$ cat config.mk
export PLATFORM = sky130hd
export DESIGN_NAME = unicode_escape_to_utf8_unit
export DESIGN_NICKNAME = d
export VERILOG_FILES = /design/src/hw/rtl/uetu_pkg.sv /design/src/hw/rtl/unicode_escape_to_utf8_unit.sv /design/src/hw/rtl/uetu_front.sv /design/src/hw/rtl/uetu_fifo.sv /design/src/hw/rtl/uetu_back.sv
export SDC_FILE = /design/constraint.sdc
export NUM_CORES = 1
export LEC_CHECK = 0
export BUFFER_PORTS_ARGS = -buffer_cell sky130_fd_sc_hd__buf_2
export CORE_MARGIN = 5
export CORE_UTILIZATION = 52
export DETAILED_ROUTE_END_ITERATION = 12
export PLACE_DENSITY = 0.68
export SLEW_MARGIN = 20
export SYNTH_ARGS = -nofsm -noshare
export SYNTH_HDL_FRONTEND = slang
export SYNTH_HIERARCHICAL = 1
export SYNTH_SLANG_ARGS = --single-unit
$ cat constraint.sdc
create_clock -name clk -period 10.3 [get_ports clk]
set_input_delay 2.06 -clock clk [delete_from_list [all_inputs] [get_ports clk]]
set_output_delay 2.06 -clock clk [all_outputs]
set_load 0.01 [all_outputs]
$ cat src/hw/rtl/uetu_pkg.sv
// Package for the unicode escape to UTF-8 unit: byte codes, the burst
// descriptor that front and back exchange, and hex digit helpers.
// No dependencies.
package uetu_pkg;

  localparam logic [7:0] CHAR_BSLASH = 8'h5C;
  localparam logic [7:0] CHAR_U      = 8'h75;

  localparam int MAX_OUT     = 6;  // most bytes one input can release
  localparam int QUEUE_DEPTH = 4;
  localparam int QPTR_W      = $clog2(QUEUE_DEPTH);

  // Bytes one input byte turns into; cnt 0 with last set is a bare end marker.
  typedef struct packed {
    logic [MAX_OUT-1:0][7:0] data;
    logic [2:0]              cnt;
    logic                    last;
  } desc_t;

  function automatic logic is_hex(input logic [7:0] b);
    return (b inside {[8'h30:8'h39], [8'h41:8'h46], [8'h61:8'h66]});
  endfunction

  function automatic logic [3:0] hex_val(input logic [7:0] b);
    logic [3:0] v;
    v = 4'd0;
    if (b inside {[8'h30:8'h39]}) v = b[3:0];
    else if (b inside {[8'h41:8'h46], [8'h61:8'h66]}) v = b[3:0] + 4'd9;
    return v;
  endfunction

endpackage

$ cat src/hw/rtl/unicode_escape_to_utf8_unit.sv
// Decodes \uXXXX escapes in a byte stream into 1 to 3 UTF-8 bytes; surrogate
// code points are dropped, and broken or all-zero escapes pass through as
// they came. The input takes one byte per cycle while the 4-entry descriptor
// queue has room. The output gives one byte per cycle while m_tready is high;
// a descriptor stays at the queue head until all of its bytes are sent, a bare
// end marker giving one beat, so sustained rate is one input per cycle for
// plain text. An input byte passes the descriptor queue, then the output register.
module unicode_escape_to_utf8_unit (
  input  logic       clk,
  input  logic       rst,
  input  logic       s_tvalid,
  output logic       s_tready,
  input  logic [7:0] s_tdata,   // in_byte
  input  logic       s_tlast,   // in_last
  output logic       m_tvalid,
  input  logic       m_tready,
  output logic [7:0] m_tdata,   // out_byte
  output logic       m_tuser,   // byte_valid
  output logic       m_tlast    // out_last
);
  import uetu_pkg::*;

  desc_t push_desc, head;
  logic  push, pop, q_full, q_empty;

  uetu_front u_front (
    .clk       (clk),
    .rst       (rst),
    .s_tvalid  (s_tvalid),
    .s_tready  (s_tready),
    .s_tdata   (s_tdata),
    .s_tlast   (s_tlast),
    .push      (push),
    .push_desc (push_desc),
    .q_full    (q_full)
  );

  uetu_fifo u_fifo (
    .clk     (clk),
    .rst     (rst),
    .push    (push),
    .wr_data (push_desc),
    .full    (q_full),
    .pop     (pop),
    .rd_data (head),
    .empty   (q_empty)
  );

  uetu_back u_back (
    .clk      (clk),
    .rst      (rst),
    .head     (head),
    .empty    (q_empty),
    .pop      (pop),
    .m_tvalid (m_tvalid),
    .m_tready (m_tready),
    .m_tdata  (m_tdata),
    .m_tuser  (m_tuser),
    .m_tlast  (m_tlast)
  );

endmodule

$ cat src/hw/rtl/uetu_front.sv
// Front end: accepts text bytes, tracks the escape being collected and
// turns the bytes into descriptors of up to six output bytes each.
// Depends on uetu_pkg.
module uetu_front (
  input  logic                 clk,
  input  logic                 rst,
  input  logic                 s_tvalid,
  output logic                 s_tready,
  input  logic [7:0]           s_tdata,   // in_byte
  input  logic                 s_tlast,   // in_last
  output logic                 push,
  output uetu_pkg::desc_t      push_desc,
  input  logic                 q_full
);
  import uetu_pkg::*;

  logic [2:0]  held_count, held_count_next;
  logic [15:0] partial_code, partial_code_next;
  logic [7:0]  held_hex [3];

  logic        accept;
  logic        hex_ok;
  logic [3:0]  hv;
  logic [15:0] cp;
  logic        fresh;
  logic        wr_hex;
  logic [1:0]  wr_idx;
  logic [2:0]  rel_n, mid_n, tail_n;
  logic [7:0]  mid [3];
  logic [7:0]  seq_old [5];
  logic [7:0]  seq_new [5];
  logic [7:0]  slot [MAX_OUT];
  logic [3:0]  pos;

  assign accept   = s_tvalid && s_tready;
  assign s_tready = !q_full;
  assign hex_ok   = is_hex(s_tdata);
  assign hv       = hex_val(s_tdata);
  assign wr_idx   = 2'(held_count - 3'd2);
  assign cp       = partial_code | 16'(hv);

  always_comb begin
    held_count_next   = held_count;
    partial_code_next = partial_code;
    fresh  = 1'b0;
    wr_hex = 1'b0;
    rel_n  = 3'd0;
    mid_n  = 3'd0;
    tail_n = 3'd0;
    for (int j = 0; j < 3; j++) mid[j] = 8'h00;

    case (held_count)
      3'd1: begin
        if (s_tdata == CHAR_U) held_count_next = 3'd2;
        else begin
          rel_n = 3'd1;
          fresh = 1'b1;
        end
      end
      3'd2, 3'd3, 3'd4: begin
        if (hex_ok) begin
          wr_hex            = 1'b1;
          partial_code_next = partial_code | (16'(hv) << {2'd3 - wr_idx, 2'b00});
          held_count_next   = held_count + 3'd1;
        end else begin
          rel_n = held_count;
          fresh = 1'b1;
        end
      end
      3'd5: begin
        if (hex_ok) begin
          held_count_next   = 3'd0;
          partial_code_next = 16'd0;
          if (cp == 16'd0) begin
            // all-zero escape is passed on verbatim
            rel_n  = 3'd5;
            mid[0] = s_tdata;
            mid_n  = 3'd1;
          end else if (cp <= 16'h007F) begin
            mid[0] = cp[7:0];
            mid_n  = 3'd1;
          end else if (cp <= 16'h07FF) begin
            mid[0] = {3'b110, cp[10:6]};
            mid[1] = {2'b10, cp[5:0]};
            mid_n  = 3'd2;
          end else if (cp >= 16'hD800 && cp <= 16'hDFFF) begin
            mid_n = 3'd0;  // surrogate: dropped
          end else begin
            mid[0] = {4'b1110, cp[15:12]};
            mid[1] = {2'b10, cp[11:6]};
            mid[2] = {2'b10, cp[5:0]};
            mid_n  = 3'd3;
          end
        end else begin
          rel_n = 3'd5;
          fresh = 1'b1;
        end
      end
      default: fresh = 1'b1;
    endcase

    if (fresh) begin
      partial_code_next = 16'd0;
      if (s_tdata == CHAR_BSLASH) held_count_next = 3'd1;
      else begin
        held_count_next = 3'd0;
        mid[0] = s_tdata;
        mid_n  = 3'd1;
      end
    end

    seq_old[0] = CHAR_BSLASH;
    seq_old[1] = CHAR_U;
    seq_new[0] = CHAR_BSLASH;
    seq_new[1] = CHAR_U;
    for (int j = 0; j < 3; j++) begin
      seq_old[j+2] = held_hex[j];
      seq_new[j+2] = (wr_hex && wr_idx == 2'(j)) ? s_tdata : held_hex[j];
    end

    // end of string flushes whatever is still held
    if (s_tlast) begin
      tail_n            = held_count_next;
      held_count_next   = 3'd0;
      partial_code_next = 16'd0;
    end

    for (int i = 0; i < MAX_OUT; i++) slot[i] = 8'h00;
    for (int i = 0; i < 5; i++)
      if (3'(i) < rel_n) slot[i] = seq_old[i];
    for (int j = 0; j < 3; j++) begin
      pos = 4'(rel_n) + 4'(j);
      if (3'(j) < mid_n && pos < 4'(MAX_OUT)) slot[pos[2:0]] = mid[j];
    end
    for (int i = 0; i < 5; i++) begin
      pos = 4'(rel_n) + 4'(mid_n) + 4'(i);
      if (3'(i) < tail_n && pos < 4'(MAX_OUT)) slot[pos[2:0]] = seq_new[i];
    end

    for (int i = 0; i < MAX_OUT; i++) push_desc.data[i] = slot[i];
    push_desc.cnt  = rel_n + mid_n + tail_n;
    push_desc.last = s_tlast;
  end

  assign push = accept && (push_desc.cnt != 3'd0 || s_tlast);

  always_ff @(posedge clk) begin
    if (rst) begin
      held_count   <= 3'd0;
      partial_code <= 16'd0;
    end else if (accept) begin
      held_count   <= held_count_next;
      partial_code <= partial_code_next;
    end
  end

  always_ff @(posedge clk) begin
    if (accept && wr_hex) held_hex[wr_idx] <= s_tdata;
  end

`ifndef SYNTHESIS
  a_last_clears: assert property (@(posedge clk) disable iff (rst)
    accept && s_tlast |=> held_count == 3'd0)
    else $error("escape still held after end of string");

  a_cnt_range: assert property (@(posedge clk) disable iff (rst)
    push |-> push_desc.cnt <= 3'(MAX_OUT))
    else $error("descriptor byte count out of range");

  a_plain_passes: assert property (@(posedge clk) disable iff (rst)
    accept && held_count == 3'd0 && s_tdata != CHAR_BSLASH |-> push)
    else $error("plain byte produced no output");
`endif

endmodule

$ cat src/hw/rtl/uetu_fifo.sv
// Short descriptor queue between the front and back ends.
// Depends on uetu_pkg.
module uetu_fifo (
  input  logic            clk,
  input  logic            rst,
  input  logic            push,
  input  uetu_pkg::desc_t wr_data,
  output logic            full,
  input  logic            pop,
  output uetu_pkg::desc_t rd_data,
  output logic            empty
);
  import uetu_pkg::*;

  desc_t             entries [QUEUE_DEPTH];
  logic [QPTR_W-1:0] wptr, rptr;
  logic [QPTR_W:0]   count;

  assign full    = (count == (QPTR_W+1)'(QUEUE_DEPTH));
  assign empty   = (count == '0);
  assign rd_data = entries[rptr];

  always_ff @(posedge clk) begin
    if (rst) begin
      wptr  <= '0;
      rptr  <= '0;
      count <= '0;
    end else begin
      if (push) wptr <= wptr + 1'b1;
      if (pop)  rptr <= rptr + 1'b1;
      if (push && !pop)      count <= count + 1'b1;
      else if (!push && pop) count <= count - 1'b1;
    end
  end

  always_ff @(posedge clk) begin
    if (push) entries[wptr] <= wr_data;
  end

endmodule

$ cat src/hw/rtl/uetu_back.sv
// Back end: walks the head descriptor one byte per cycle, while the output
// can load, into the registered output stream. Depends on uetu_pkg.
module uetu_back (
  input  logic            clk,
  input  logic            rst,
  input  uetu_pkg::desc_t head,
  input  logic            empty,
  output logic            pop,
  output logic            m_tvalid,
  input  logic            m_tready,
  output logic [7:0]      m_tdata,   // out_byte
  output logic            m_tuser,   // byte_valid
  output logic            m_tlast    // out_last
);
  import uetu_pkg::*;

  logic [2:0] idx;
  logic       load;
  logic       fin;

  assign load = !m_tvalid || m_tready;
  assign fin  = (head.cnt == 3'd0) || (idx == head.cnt - 3'd1);
  assign pop  = load && !empty && fin;

  always_ff @(posedge clk) begin
    if (rst) begin
      m_tvalid <= 1'b0;
      idx      <= 3'd0;
    end else if (load) begin
      m_tvalid <= !empty;
      if (pop)         idx <= 3'd0;
      else if (!empty) idx <= idx + 3'd1;
    end
  end

  always_ff @(posedge clk) begin
    if (load) begin
      m_tdata <= (head.cnt == 3'd0) ? 8'h00 : head.data[idx];
      m_tuser <= (head.cnt != 3'd0);
      m_tlast <= head.last && fin;
    end
  end

`ifndef SYNTHESIS
  a_bare_is_last: assert property (@(posedge clk) disable iff (rst)
    m_tvalid && !m_tuser |-> m_tlast)
    else $error("bare end marker without last");

  a_idx_range: assert property (@(posedge clk) disable iff (rst)
    !empty |-> (idx < head.cnt || idx == 3'd0))
    else $error("byte index past descriptor");

  a_load_fills: assert property (@(posedge clk) disable iff (rst)
    load && !empty |=> m_tvalid)
    else $error("queued descriptor not presented");
`endif

endmodule
==> impl_metrics.prom, run 1 <==
# TYPE chip_impl_metric gauge
chip_impl_info{name="status",value="complete, no violations"} 1
chip_impl_metric{name="grt_overflow",unit=""} 0
chip_impl_metric{name="count_of_inserted_antenna_diode_cells",unit=""} 0
chip_impl_metric{name="ys_async_sr_fraction",unit="%"} 0
chip_impl_metric{name="ys_seq_area_share",unit="%"} 52.18
chip_impl_metric{name="synth-compound-area-share",unit="%"} 18.39
chip_impl_metric{name="power.static_leakage",unit="nW"} 5.536
chip_impl_metric{name="max_clock_freq",unit="MHz"} 109.8
chip_impl_metric{name="routed-via-count",unit=""} 11500
chip_impl_metric{name="htreeDepth",unit=""} 1
chip_impl_metric{name="max-slew-margin-rel",unit="%"} 19.01
chip_impl_metric{name="worst-path-max-fanout",unit=""} 20
chip_impl_metric{name="clkSlewWorstSetupHoldPaths",unit="ps"} 60
chip_impl_metric{name="finalHoldViolations",unit=""} 0
chip_impl_metric{name="post_synth.cell_area_avg",unit="um2"} 12.47
chip_impl_metric{name="grt_start_max_net_pins",unit=""} 53
chip_impl_metric{name="drv_cap",unit=""} 0
chip_impl_metric{name="final_area",unit="um2"} 16330
chip_impl_metric{name="placedInstanceArea",unit="um2"} 15510
chip_impl_metric{name="synth-xor-area-share",unit="%"} 0.9165
chip_impl_metric{name="tritoncts_num_sinks",unit=""} 274
chip_impl_metric{name="core_area",unit="um2"} 28700
chip_impl_info{name="synth.area.top_cells",value="sky130_fd_sc_hd__edfxtp_1 48%, sky130_fd_sc_hd__mux4_2 7.4%, sky130_fd_sc_hd__dfxtp_1 4.2%, sky130_fd_sc_hd__nor2_1 2.7%, sky130_fd_sc_hd__a22oi_1 2.4%"} 1
chip_impl_info{name="setup.worst_path.end_class",value="flop"} 1
chip_impl_info{name="timing_worst_setup_path_type",value="primary input to flop"} 1
chip_impl_metric{name="ys.warnings.count",unit=""} 6
chip_impl_metric{name="grt_pass1_wl",unit="mm"} 69.40
chip_impl_metric{name="layout.area.seq",unit="um2"} 7913
chip_impl_metric{name="timing.final.max_slew_violations",unit=""} 0
chip_impl_metric{name="postCtsSetupRepairBufs",unit=""} 0
chip_impl_metric{name="syn_nets",unit=""} 1258
chip_impl_info{name="dominant_combinational_cell_family_by_area_after_synthesis",value="compound AO/OA/AOI/OAI gates"} 1
chip_impl_metric{name="cts_buffer_depth",unit=""} 3
chip_impl_metric{name="nets",unit=""} 1271
chip_impl_metric{name="fin_tns_setup",unit="ps"} 0
chip_impl_metric{name="die_h",unit="um"} 180.7
chip_impl_metric{name="synth_cell_types",unit=""} 104
chip_impl_metric{name="worst_ep_required_time",unit="ps"} 10530
chip_impl_info{name="hp-class",value="flop to flop"} 1
chip_impl_metric{name="synth.area.mux_share",unit="%"} 10.83
chip_impl_metric{name="finalWeightedCongestion",unit=""} 0.9985
chip_impl_metric{name="drcViolationCount",unit=""} 0
chip_impl_info{name="cts_root_buffer",value="sky130_fd_sc_hd__clkbuf_16"} 1
chip_impl_metric{name="ys_ff_latch",unit=""} 274
chip_impl_info{name="synth.largest_area_cell",value="sky130_fd_sc_hd__edfxtp_1"} 1
chip_impl_metric{name="first_iter_violations",unit=""} 1842
chip_impl_metric{name="worst-slew-pin-transition",unit="ps"} 1202
chip_impl_metric{name="groute.usage.overall",unit="%"} 27.70
chip_impl_metric{name="synth_area",unit="um2"} 15150
chip_impl_metric{name="synth_top_area_share",unit="%"} 47.96
chip_impl_metric{name="io_pins",unit=""} 25
chip_impl_metric{name="via_count_of_the_first_global_routing_pass",unit=""} 10910
chip_impl_metric{name="drtAntennaViolNets",unit=""} 0
chip_impl_metric{name="routed_wl",unit="mm"} 46.55
chip_impl_metric{name="worst_case_clock_skew",unit="ps"} 28.52
chip_impl_metric{name="port-buffer-count",unit=""} 24
chip_impl_metric{name="num_rows",unit=""} 62
chip_impl_metric{name="die_area",unit="um2"} 32650
chip_impl_metric{name="vias_per_cell",unit=""} 7.045
chip_impl_metric{name="insertion_delay_of_the_later_clocked_pin_in_the_worst_skew_pair",unit="ps"} 550
chip_impl_metric{name="power_per_cell_area",unit="nW/um2"} 174.9
chip_impl_metric{name="ir_worst_vdd",unit="V"} 0.0001186
chip_impl_metric{name="synth_edf_count",unit=""} 242
chip_impl_metric{name="synthCells",unit=""} 1215
chip_impl_metric{name="tritoncts.num_buffers",unit=""} 28
chip_impl_metric{name="place.detailed.hpwl",unit="mm"} 34.26
chip_impl_metric{name="synth_simple_gate_area_share",unit="%"} 11.69
chip_impl_metric{name="synthToLayoutAreaGrowth",unit="%"} 7.754
chip_impl_metric{name="final_period_util",unit="%"} 88.39
chip_impl_info{name="cts_tree",value="built"} 1
chip_impl_metric{name="antenna_found_initial",unit=""} 0
chip_impl_info{name="synth_flop_cell",value="sky130_fd_sc_hd__edfxtp_1"} 1
chip_impl_metric{name="routed_wire_length_per_instance",unit="um"} 28.53
chip_impl_metric{name="post_synth_fa_ha_maj_area_fraction",unit="%"} 2.675
chip_impl_metric{name="finalCriticalPeriod",unit="ps"} 9105
chip_impl_metric{name="start_util",unit="%"} 52.79
chip_impl_info{name="grt_setup_unrepaired",value="false"} 1
chip_impl_info{name="cp-start-kind",value="primary input"} 1
chip_impl_metric{name="finalSetupViolations",unit=""} 0
chip_impl_metric{name="die_width",unit="um"} 180.7
chip_impl_metric{name="layout.filler_cells",unit=""} 2396
chip_impl_metric{name="fraction_of_final_layout_cells_with_drive_strength_greater_than_1",unit="%"} 15.87
chip_impl_metric{name="worst-endpoint-arrival",unit="ps"} 9340
chip_impl_metric{name="tritonroute_pass_1_iters",unit=""} 8
chip_impl_metric{name="post_cts_resize_count",unit=""} 0
chip_impl_metric{name="footprint_of_the_multi_input_gates",unit="um2"} 6750
chip_impl_metric{name="cts-hold-fix-buffers",unit=""} 0
## area by class of cell
class                      instances  share of cell area, %
clock buffer                      34                  4.429
clock inverter                    16                 0.5517
inverter                          41                 0.9425
multi-input combinational        846                  41.34
sequential                       274                  48.46
tap                              384                  2.943
timing repair buffer              37                  1.333
## report_power, final
group,total [mW],internal [mW],switching (mW)
Clock,0.901,0.498,0.403
Combinational,0.557,0.272,0.286
Sequential,1.40,1.34,0.0566
## layer usage
layer | routed length [um] | GRT usage (%) | vias to the layer above
li1 | - | - | 4950
met1 | 18720 | 38.38 | 5712
met2 | 21000 | 43.32 | 689
met3 | 4774 | 6.374 | 146
met4 | 2057 | 9.921 | 0
met5 | 0 | 0 | -
## cells by family (layout without fill, tap and decap cells)
| kind of cell | after synthesis | count (layout) |
|---|---|---|
| compound gates | 372 | 372 |
| simple gates | 346 | 346 |
| flops | 274 | 274 |
| buf+inv | 95 | 128 |
| mux | 83 | 83 |
| fa+ha+maj | 30 | 30 |
| xor+xnor | 15 | 15 |
## path summary, 6_finish.rpt
path                           start                       to  slack (ps)  cells past startpoint
max                       s_tdata[6]    u_fifo/entries[0][27]        1200                     23
min          u_front/partial_code[2]  u_front/partial_code[2]         480                      2
max reg2reg    u_front/held_count[0]    u_fifo/entries[0][27]        2860                     22
min reg2reg  u_front/partial_code[2]  u_front/partial_code[2]         480                      2
## cells in the final DEF, fill, tap and decap left out, types with 16 or more instances in the layout
| cell type | n |
|---|---|
| sky130_fd_sc_hd__nor3_1 | 32 |
| sky130_fd_sc_hd__nand2_1 | 59 |
| sky130_fd_sc_hd__a22oi_1 | 49 |
| sky130_fd_sc_hd__dfxtp_1 | 30 |
| sky130_fd_sc_hd__mux2_2 | 18 |
| sky130_fd_sc_hd__o21ai_0 | 65 |
| sky130_fd_sc_hd__nand3_1 | 22 |
| sky130_fd_sc_hd__edfxtp_1 | 242 |
| sky130_fd_sc_hd__mux4_2 | 50 |
| sky130_fd_sc_hd__a21oi_1 | 62 |
| sky130_fd_sc_hd__buf_2 | 24 |
| sky130_fd_sc_hd__inv_1 | 37 |
| sky130_fd_sc_hd__nor2_1 | 109 |
| sky130_fd_sc_hd__and3_1 | 16 |
| sky130_fd_sc_hd__ha_1 | 26 |
| sky130_fd_sc_hd__clkbuf_16 | 28 |
## critical path: stages
cell                       delay (ps)
sky130_fd_sc_hd__buf_2            250
sky130_fd_sc_hd__or4b_1           590
sky130_fd_sc_hd__nor3_2           440
sky130_fd_sc_hd__nor2_1           200
sky130_fd_sc_hd__ha_1             260
sky130_fd_sc_hd__a21o_1           200
sky130_fd_sc_hd__a21o_1           230
sky130_fd_sc_hd__nor2_2           590
sky130_fd_sc_hd__inv_2            370
sky130_fd_sc_hd__ha_1             340
sky130_fd_sc_hd__inv_1             70
sky130_fd_sc_hd__fa_1             570
sky130_fd_sc_hd__nand3_1          180
sky130_fd_sc_hd__o221ai_2         690
sky130_fd_sc_hd__inv_1            180
sky130_fd_sc_hd__ha_1             230
sky130_fd_sc_hd__inv_1             60
sky130_fd_sc_hd__o21ai_0          160
sky130_fd_sc_hd__a211oi_4         350
sky130_fd_sc_hd__and3_1           410
sky130_fd_sc_hd__or2_2            210
sky130_fd_sc_hd__a311oi_1          50
sky130_fd_sc_hd__a221oi_1         610
## synthesized netlist by cell type (12+ instances only)
master,n
sky130_fd_sc_hd__ha_1,26
sky130_fd_sc_hd__o21ai_0,65
sky130_fd_sc_hd__a21oi_1,62
sky130_fd_sc_hd__nor2_1,109
sky130_fd_sc_hd__nand2b_1,13
sky130_fd_sc_hd__nor3_1,32
sky130_fd_sc_hd__nand3_1,22
sky130_fd_sc_hd__edfxtp_1,242
sky130_fd_sc_hd__buf_2,12
sky130_fd_sc_hd__mux4_2,50
sky130_fd_sc_hd__a22oi_1,49
sky130_fd_sc_hd__o31ai_1,13
sky130_fd_sc_hd__mux2_2,18
sky130_fd_sc_hd__inv_1,37
sky130_fd_sc_hd__dfxtp_1,32
sky130_fd_sc_hd__nand2_1,59
sky130_fd_sc_hd__clkbuf_1,27
sky130_fd_sc_hd__and3_1,16
## stage by stage
| step | hold WS [ps] | setup WS (ps) | instances | util [%] | total power, mW |
|---|---|---|---|---|---|
| after floorplan | 436.7 | 2773 | 1215 | - | 1.862 |
| after global placement | 465.4 | 1188 | 1582 | 54.05 | 1.971 |
| after detailed placement | 467.6 | 925.3 | 1582 | 54.05 | 1.987 |
| after CTS | 483.5 | 1454 | 1632 | 56.89 | 2.887 |
| after global routing | 501.6 | 796.5 | 1632 | 56.89 | 2.981 |
| final | 478.6 | 1195 | 1632 | 56.89 | 2.856 |
## flip-flops by register name (all words and copies together) (netlist names), named ones only
register and count:
u_back/idx 3, u_back/m_tdata 8, u_fifo/count 3, u_back/m_tlast 1, u_back/m_tvalid 1, u_back/m_tuser 1
u_front/held_count 3, u_front/partial_code 16, u_fifo/rptr 2, u_fifo/wptr 2, u_front/held_hex 24, u_fifo/entries 208
Power figures use the tool's default switching activity.
==> inputs of run 2 (changes only) <==
==> constraint.sdc (replaced) <==
create_clock -name clk -period 10.45 [get_ports clk]
set_input_delay 2.09 -clock clk [delete_from_list [all_inputs] [get_ports clk]]
set_output_delay 2.09 -clock clk [all_outputs]
set_load 0.01 [all_outputs]
==> run 2 against run 1 <==
  * Die area stayed put
  * Hold slack worse by 11 ps
  * Count of clock-buffer cells in the layout increased by 5
  * Critical endpoint is now u_fifo/entries[1][45]
  * Clock skew shrank 15 ps
  * Setup slack improved by 110 ps
==> impl_metrics.prom, run 2 (synthesized netlist as in run 1, its figures left out) <==
# TYPE chip_impl_metric gauge
chip_impl_info{name="cp-startpoint",value="s_tdata[1]"} 1
chip_impl_info{name="reg.largest.list",value="u_fifo/entries: 208 flops, u_front/held_hex: 24 flops, u_front/partial_code: 16 flops"} 1
chip_impl_metric{name="fin_cells",unit=""} 1636
chip_impl_metric{name="postCtsSetupRepairBufs",unit=""} 0
chip_impl_info{name="setup.worst_path.end_class",value="flop"} 1
chip_impl_metric{name="worst-slew-pin-transition",unit="ps"} 1287
chip_impl_metric{name="num_rows",unit=""} 62
chip_impl_metric{name="routed_wl",unit="mm"} 48.73
chip_impl_metric{name="place.detailed.hpwl",unit="mm"} 35.60
chip_impl_metric{name="power_frac_clock",unit="%"} 34.5
chip_impl_info{name="cts_root_buffer",value="sky130_fd_sc_hd__clkbuf_16"} 1
chip_impl_metric{name="routed-via-count",unit=""} 11550
chip_impl_metric{name="start_util",unit="%"} 52.79
chip_impl_metric{name="post_cts_resize_count",unit=""} 0
chip_impl_metric{name="port-buffer-count",unit=""} 24
chip_impl_metric{name="io_pins",unit=""} 25
chip_impl_metric{name="max_clock_freq",unit="MHz"} 109.3
chip_impl_metric{name="power.static_leakage",unit="nW"} 5.602
chip_impl_info{name="slowest_stage",value="sky130_fd_sc_hd__o221ai_2"} 1
chip_impl_metric{name="drv_cap",unit=""} 0
chip_impl_info{name="crit_end",value="u_fifo/entries[1][45]"} 1
chip_impl_info{name="leading_cell_type_in_the_layout_fill_and_taps_excluded",value="sky130_fd_sc_hd__edfxtp_1"} 1
chip_impl_metric{name="cts-hold-fix-buffers",unit=""} 0
chip_impl_metric{name="tritoncts.num_buffers",unit=""} 29
chip_impl_metric{name="placed_cells",unit=""} 1583
chip_impl_metric{name="power.sequential.fraction",unit="%"} 46.7
chip_impl_info{name="cp-start-kind",value="primary input"} 1
chip_impl_info{name="regMostFlops",value="u_fifo/entries"} 1
chip_impl_metric{name="ir_worst_vdd",unit="V"} 0.0001247
chip_impl_metric{name="worst_r2r_path_depth",unit=""} 19
chip_impl_metric{name="grt_pass1_wl",unit="mm"} 72.75
chip_impl_info{name="timing.rr.end",value="u_fifo/entries[1][45]"} 1
chip_impl_metric{name="drtAntennaViolNets",unit=""} 0
chip_impl_metric{name="max-slew-margin-rel",unit="%"} 13.43
chip_impl_metric{name="grt_start_max_net_pins",unit=""} 53
chip_impl_info{name="timing.rr.start",value="u_front/partial_code[11]"} 1
chip_impl_info{name="cts_tree",value="built"} 1
chip_impl_metric{name="switching_power",unit="mW"} 0.7481
chip_impl_metric{name="worst-endpoint-arrival",unit="ps"} 9410
chip_impl_metric{name="die_width",unit="um"} 180.7
chip_impl_metric{name="worst-path-max-fanout",unit=""} 20
chip_impl_metric{name="drcViolationCount",unit=""} 0
chip_impl_metric{name="final_period_util",unit="%"} 87.52
chip_impl_metric{name="layout_setup_ws",unit="ps"} 1304
chip_impl_metric{name="fin_tns_setup",unit="ps"} 0
chip_impl_metric{name="grt_overflow",unit=""} 0
chip_impl_metric{name="finalWeightedCongestion",unit=""} 1.013
chip_impl_metric{name="die_area",unit="um2"} 32650
chip_impl_metric{name="switching_share",unit="%"} 25.36
chip_impl_metric{name="die_h",unit="um"} 180.7
chip_impl_metric{name="count_of_inserted_antenna_diode_cells",unit=""} 0
chip_impl_metric{name="internal_power_consumption",unit="mW"} 2.202
chip_impl_info{name="timing_worst_setup_path_type",value="primary input to flop"} 1
chip_impl_metric{name="fraction_of_final_layout_cells_with_drive_strength_greater_than_1",unit="%"} 16.13
chip_impl_metric{name="power_per_cell_area",unit="nW/um2"} 179.1
chip_impl_metric{name="clkSlewWorstSetupHoldPaths",unit="ps"} 60
chip_impl_metric{name="cp_peak_stage_delay",unit="ps"} 720
chip_impl_metric{name="first_iter_violations",unit=""} 1828
chip_impl_metric{name="tritoncts_num_sinks",unit=""} 274
chip_impl_metric{name="min_path_cells",unit=""} 2
chip_impl_info{name="hp-class",value="flop to flop"} 1
chip_impl_info{name="mostFrequentLayoutCells",value="242 x sky130_fd_sc_hd__edfxtp_1, 109 x sky130_fd_sc_hd__nor2_1, 65 x sky130_fd_sc_hd__o21ai_0"} 1
chip_impl_info{name="critical_path.most_common_cell",value="sky130_fd_sc_hd__inv_1"} 1
chip_impl_info{name="min_from",value="u_front/partial_code[2]"} 1
chip_impl_metric{name="share_of_total_power_in_combinational_logic",unit="%"} 18.8
chip_impl_metric{name="insertion_delay_of_the_later_clocked_pin_in_the_worst_skew_pair",unit="ps"} 560
chip_impl_metric{name="worst_ep_required_time",unit="ps"} 10720
chip_impl_metric{name="htreeDepth",unit=""} 1
chip_impl_metric{name="nets",unit=""} 1273
chip_impl_metric{name="vias_per_cell",unit=""} 7.059
chip_impl_metric{name="groute.usage.overall",unit="%"} 29.09
chip_impl_metric{name="via_count_of_the_first_global_routing_pass",unit=""} 10990
chip_impl_metric{name="finalHoldViolations",unit=""} 0
chip_impl_metric{name="largest_register_ff_count",unit=""} 208
chip_impl_metric{name="placedInstanceArea",unit="um2"} 15520
chip_impl_metric{name="core_area",unit="um2"} 28700
chip_impl_metric{name="antenna_found_initial",unit=""} 1
chip_impl_metric{name="synthToLayoutAreaGrowth",unit="%"} 8.695
chip_impl_metric{name="reg_to_reg_slack_setup",unit="ps"} 3040
chip_impl_metric{name="tritonroute_pass_1_iters",unit=""} 9
chip_impl_metric{name="routed_wire_length_per_instance",unit="um"} 29.78
chip_impl_metric{name="cts_buffer_depth",unit=""} 3
chip_impl_metric{name="finalCriticalPeriod",unit="ps"} 9146
chip_impl_info{name="grt_setup_unrepaired",value="false"} 1
chip_impl_info{name="worstPathCellList",value="buf_2 -> inv_1 -> ha_1 -> o21bai_1 -> nor3_1 -> nor3_1 -> and4_1 -> nor2_2 -> inv_2 -> ha_1 -> inv_1 -> fa_1 -> nand2b_1 -> o221ai_2 -> inv_1 -> ha_1 -> inv_1 -> o21ai_0 -> a211o_1 -> nor3_2 -> nor3_1 -> a222oi_1"} 1
chip_impl_metric{name="detailedPlace.worstSlack",unit="ps"} 970.7
chip_impl_metric{name="final_area",unit="um2"} 16470
chip_impl_metric{name="timing.final.max_slew_violations",unit=""} 0
chip_impl_info{name="status",value="complete, no violations"} 1
chip_impl_metric{name="finalSetupViolations",unit=""} 0
chip_impl_metric{name="hold-worst-slack",unit="ps"} 468.1
chip_impl_metric{name="worst_case_clock_skew",unit="ps"} 13.99
==> run 2: changes by cell type in the layout (fill, tap and decap cells not counted) <==
cell	previous run	this run
sky130_fd_sc_hd__bufinv_16	0	4
sky130_fd_sc_hd__clkinv_1	10	6
sky130_fd_sc_hd__clkinv_2	3	2
sky130_fd_sc_hd__clkinv_8	1	0
sky130_fd_sc_hd__buf_4	13	14
sky130_fd_sc_hd__clkbuf_1	6	10
sky130_fd_sc_hd__inv_6	1	0
sky130_fd_sc_hd__inv_16	0	1
sky130_fd_sc_hd__clkbuf_16	28	29
==> run 2: cell type report <==
| type | count | area [um2] |
|---|---|---|
| Clock buffer | 39 | 763.2 |
| Clock inverter | 14 | 185.2 |
| Fill cell | 2344 | 12230 |
| Inverter | 41 | 153.9 |
| Multi-Input combinational cell | 846 | 6750 |
| Sequential cell | 274 | 7913 |
| Tap cell | 384 | 480.5 |
| Timing Repair Buffer | 38 | 225.2 |
==> run 2: power groups by stage <==
| stage | registers (mW) | logic (mW) | clock network, mW |
|---|---|---|---|
| 2_1_floorplan | 1.38 | 0.454 | 0 |
| 3_3_place_gp | 1.40 | 0.554 | 0 |
| 3_5_place_dp | 1.40 | 0.560 | 0 |
| 4_1_cts | 1.38 | 0.563 | 1.03 |
| 5_1_grt | 1.39 | 0.600 | 1.09 |
| 6_report | 1.38 | 0.554 | 1.02 |
==> run 2: metal layers <==
metal  vias up  part of all wire [%]  track usage, %
met5         -                     0               0
met4         0                   4.6           10.04
met3       161                   9.2           4.303
met2       702                    45           45.77
met1      5725                    41           41.82
li1       4960                     -               -
==> run 2: critical path: cells and delay by family <==
family                     cells  cell delay (ps)
adders and majority gates      4             1390
and+or+nand+nor                7             2630
buffers and inverters          6             1050
AOI/OAI and AO/OA              5             2230
==> run 2: worst min-delay path by stage <==
stage	end	slack [ps]
2_1_floorplan	u_front/partial_code[2]	440
3_3_place_gp	u_front/partial_code[2]	450
3_5_place_dp	u_front/partial_code[2]	460
4_1_cts	u_front/partial_code[2]	480
5_1_grt	u_front/partial_code[2]	530
6_report	u_front/partial_code[2]	470
==> run 2: per-stage QoR <==
stage	util, %	total power, mW
floorplan	-	1.835
global placement	54.08	1.952
detailed placement	54.08	1.963
CTS	57.38	2.980
global route	57.38	3.080
finish	57.38	2.950
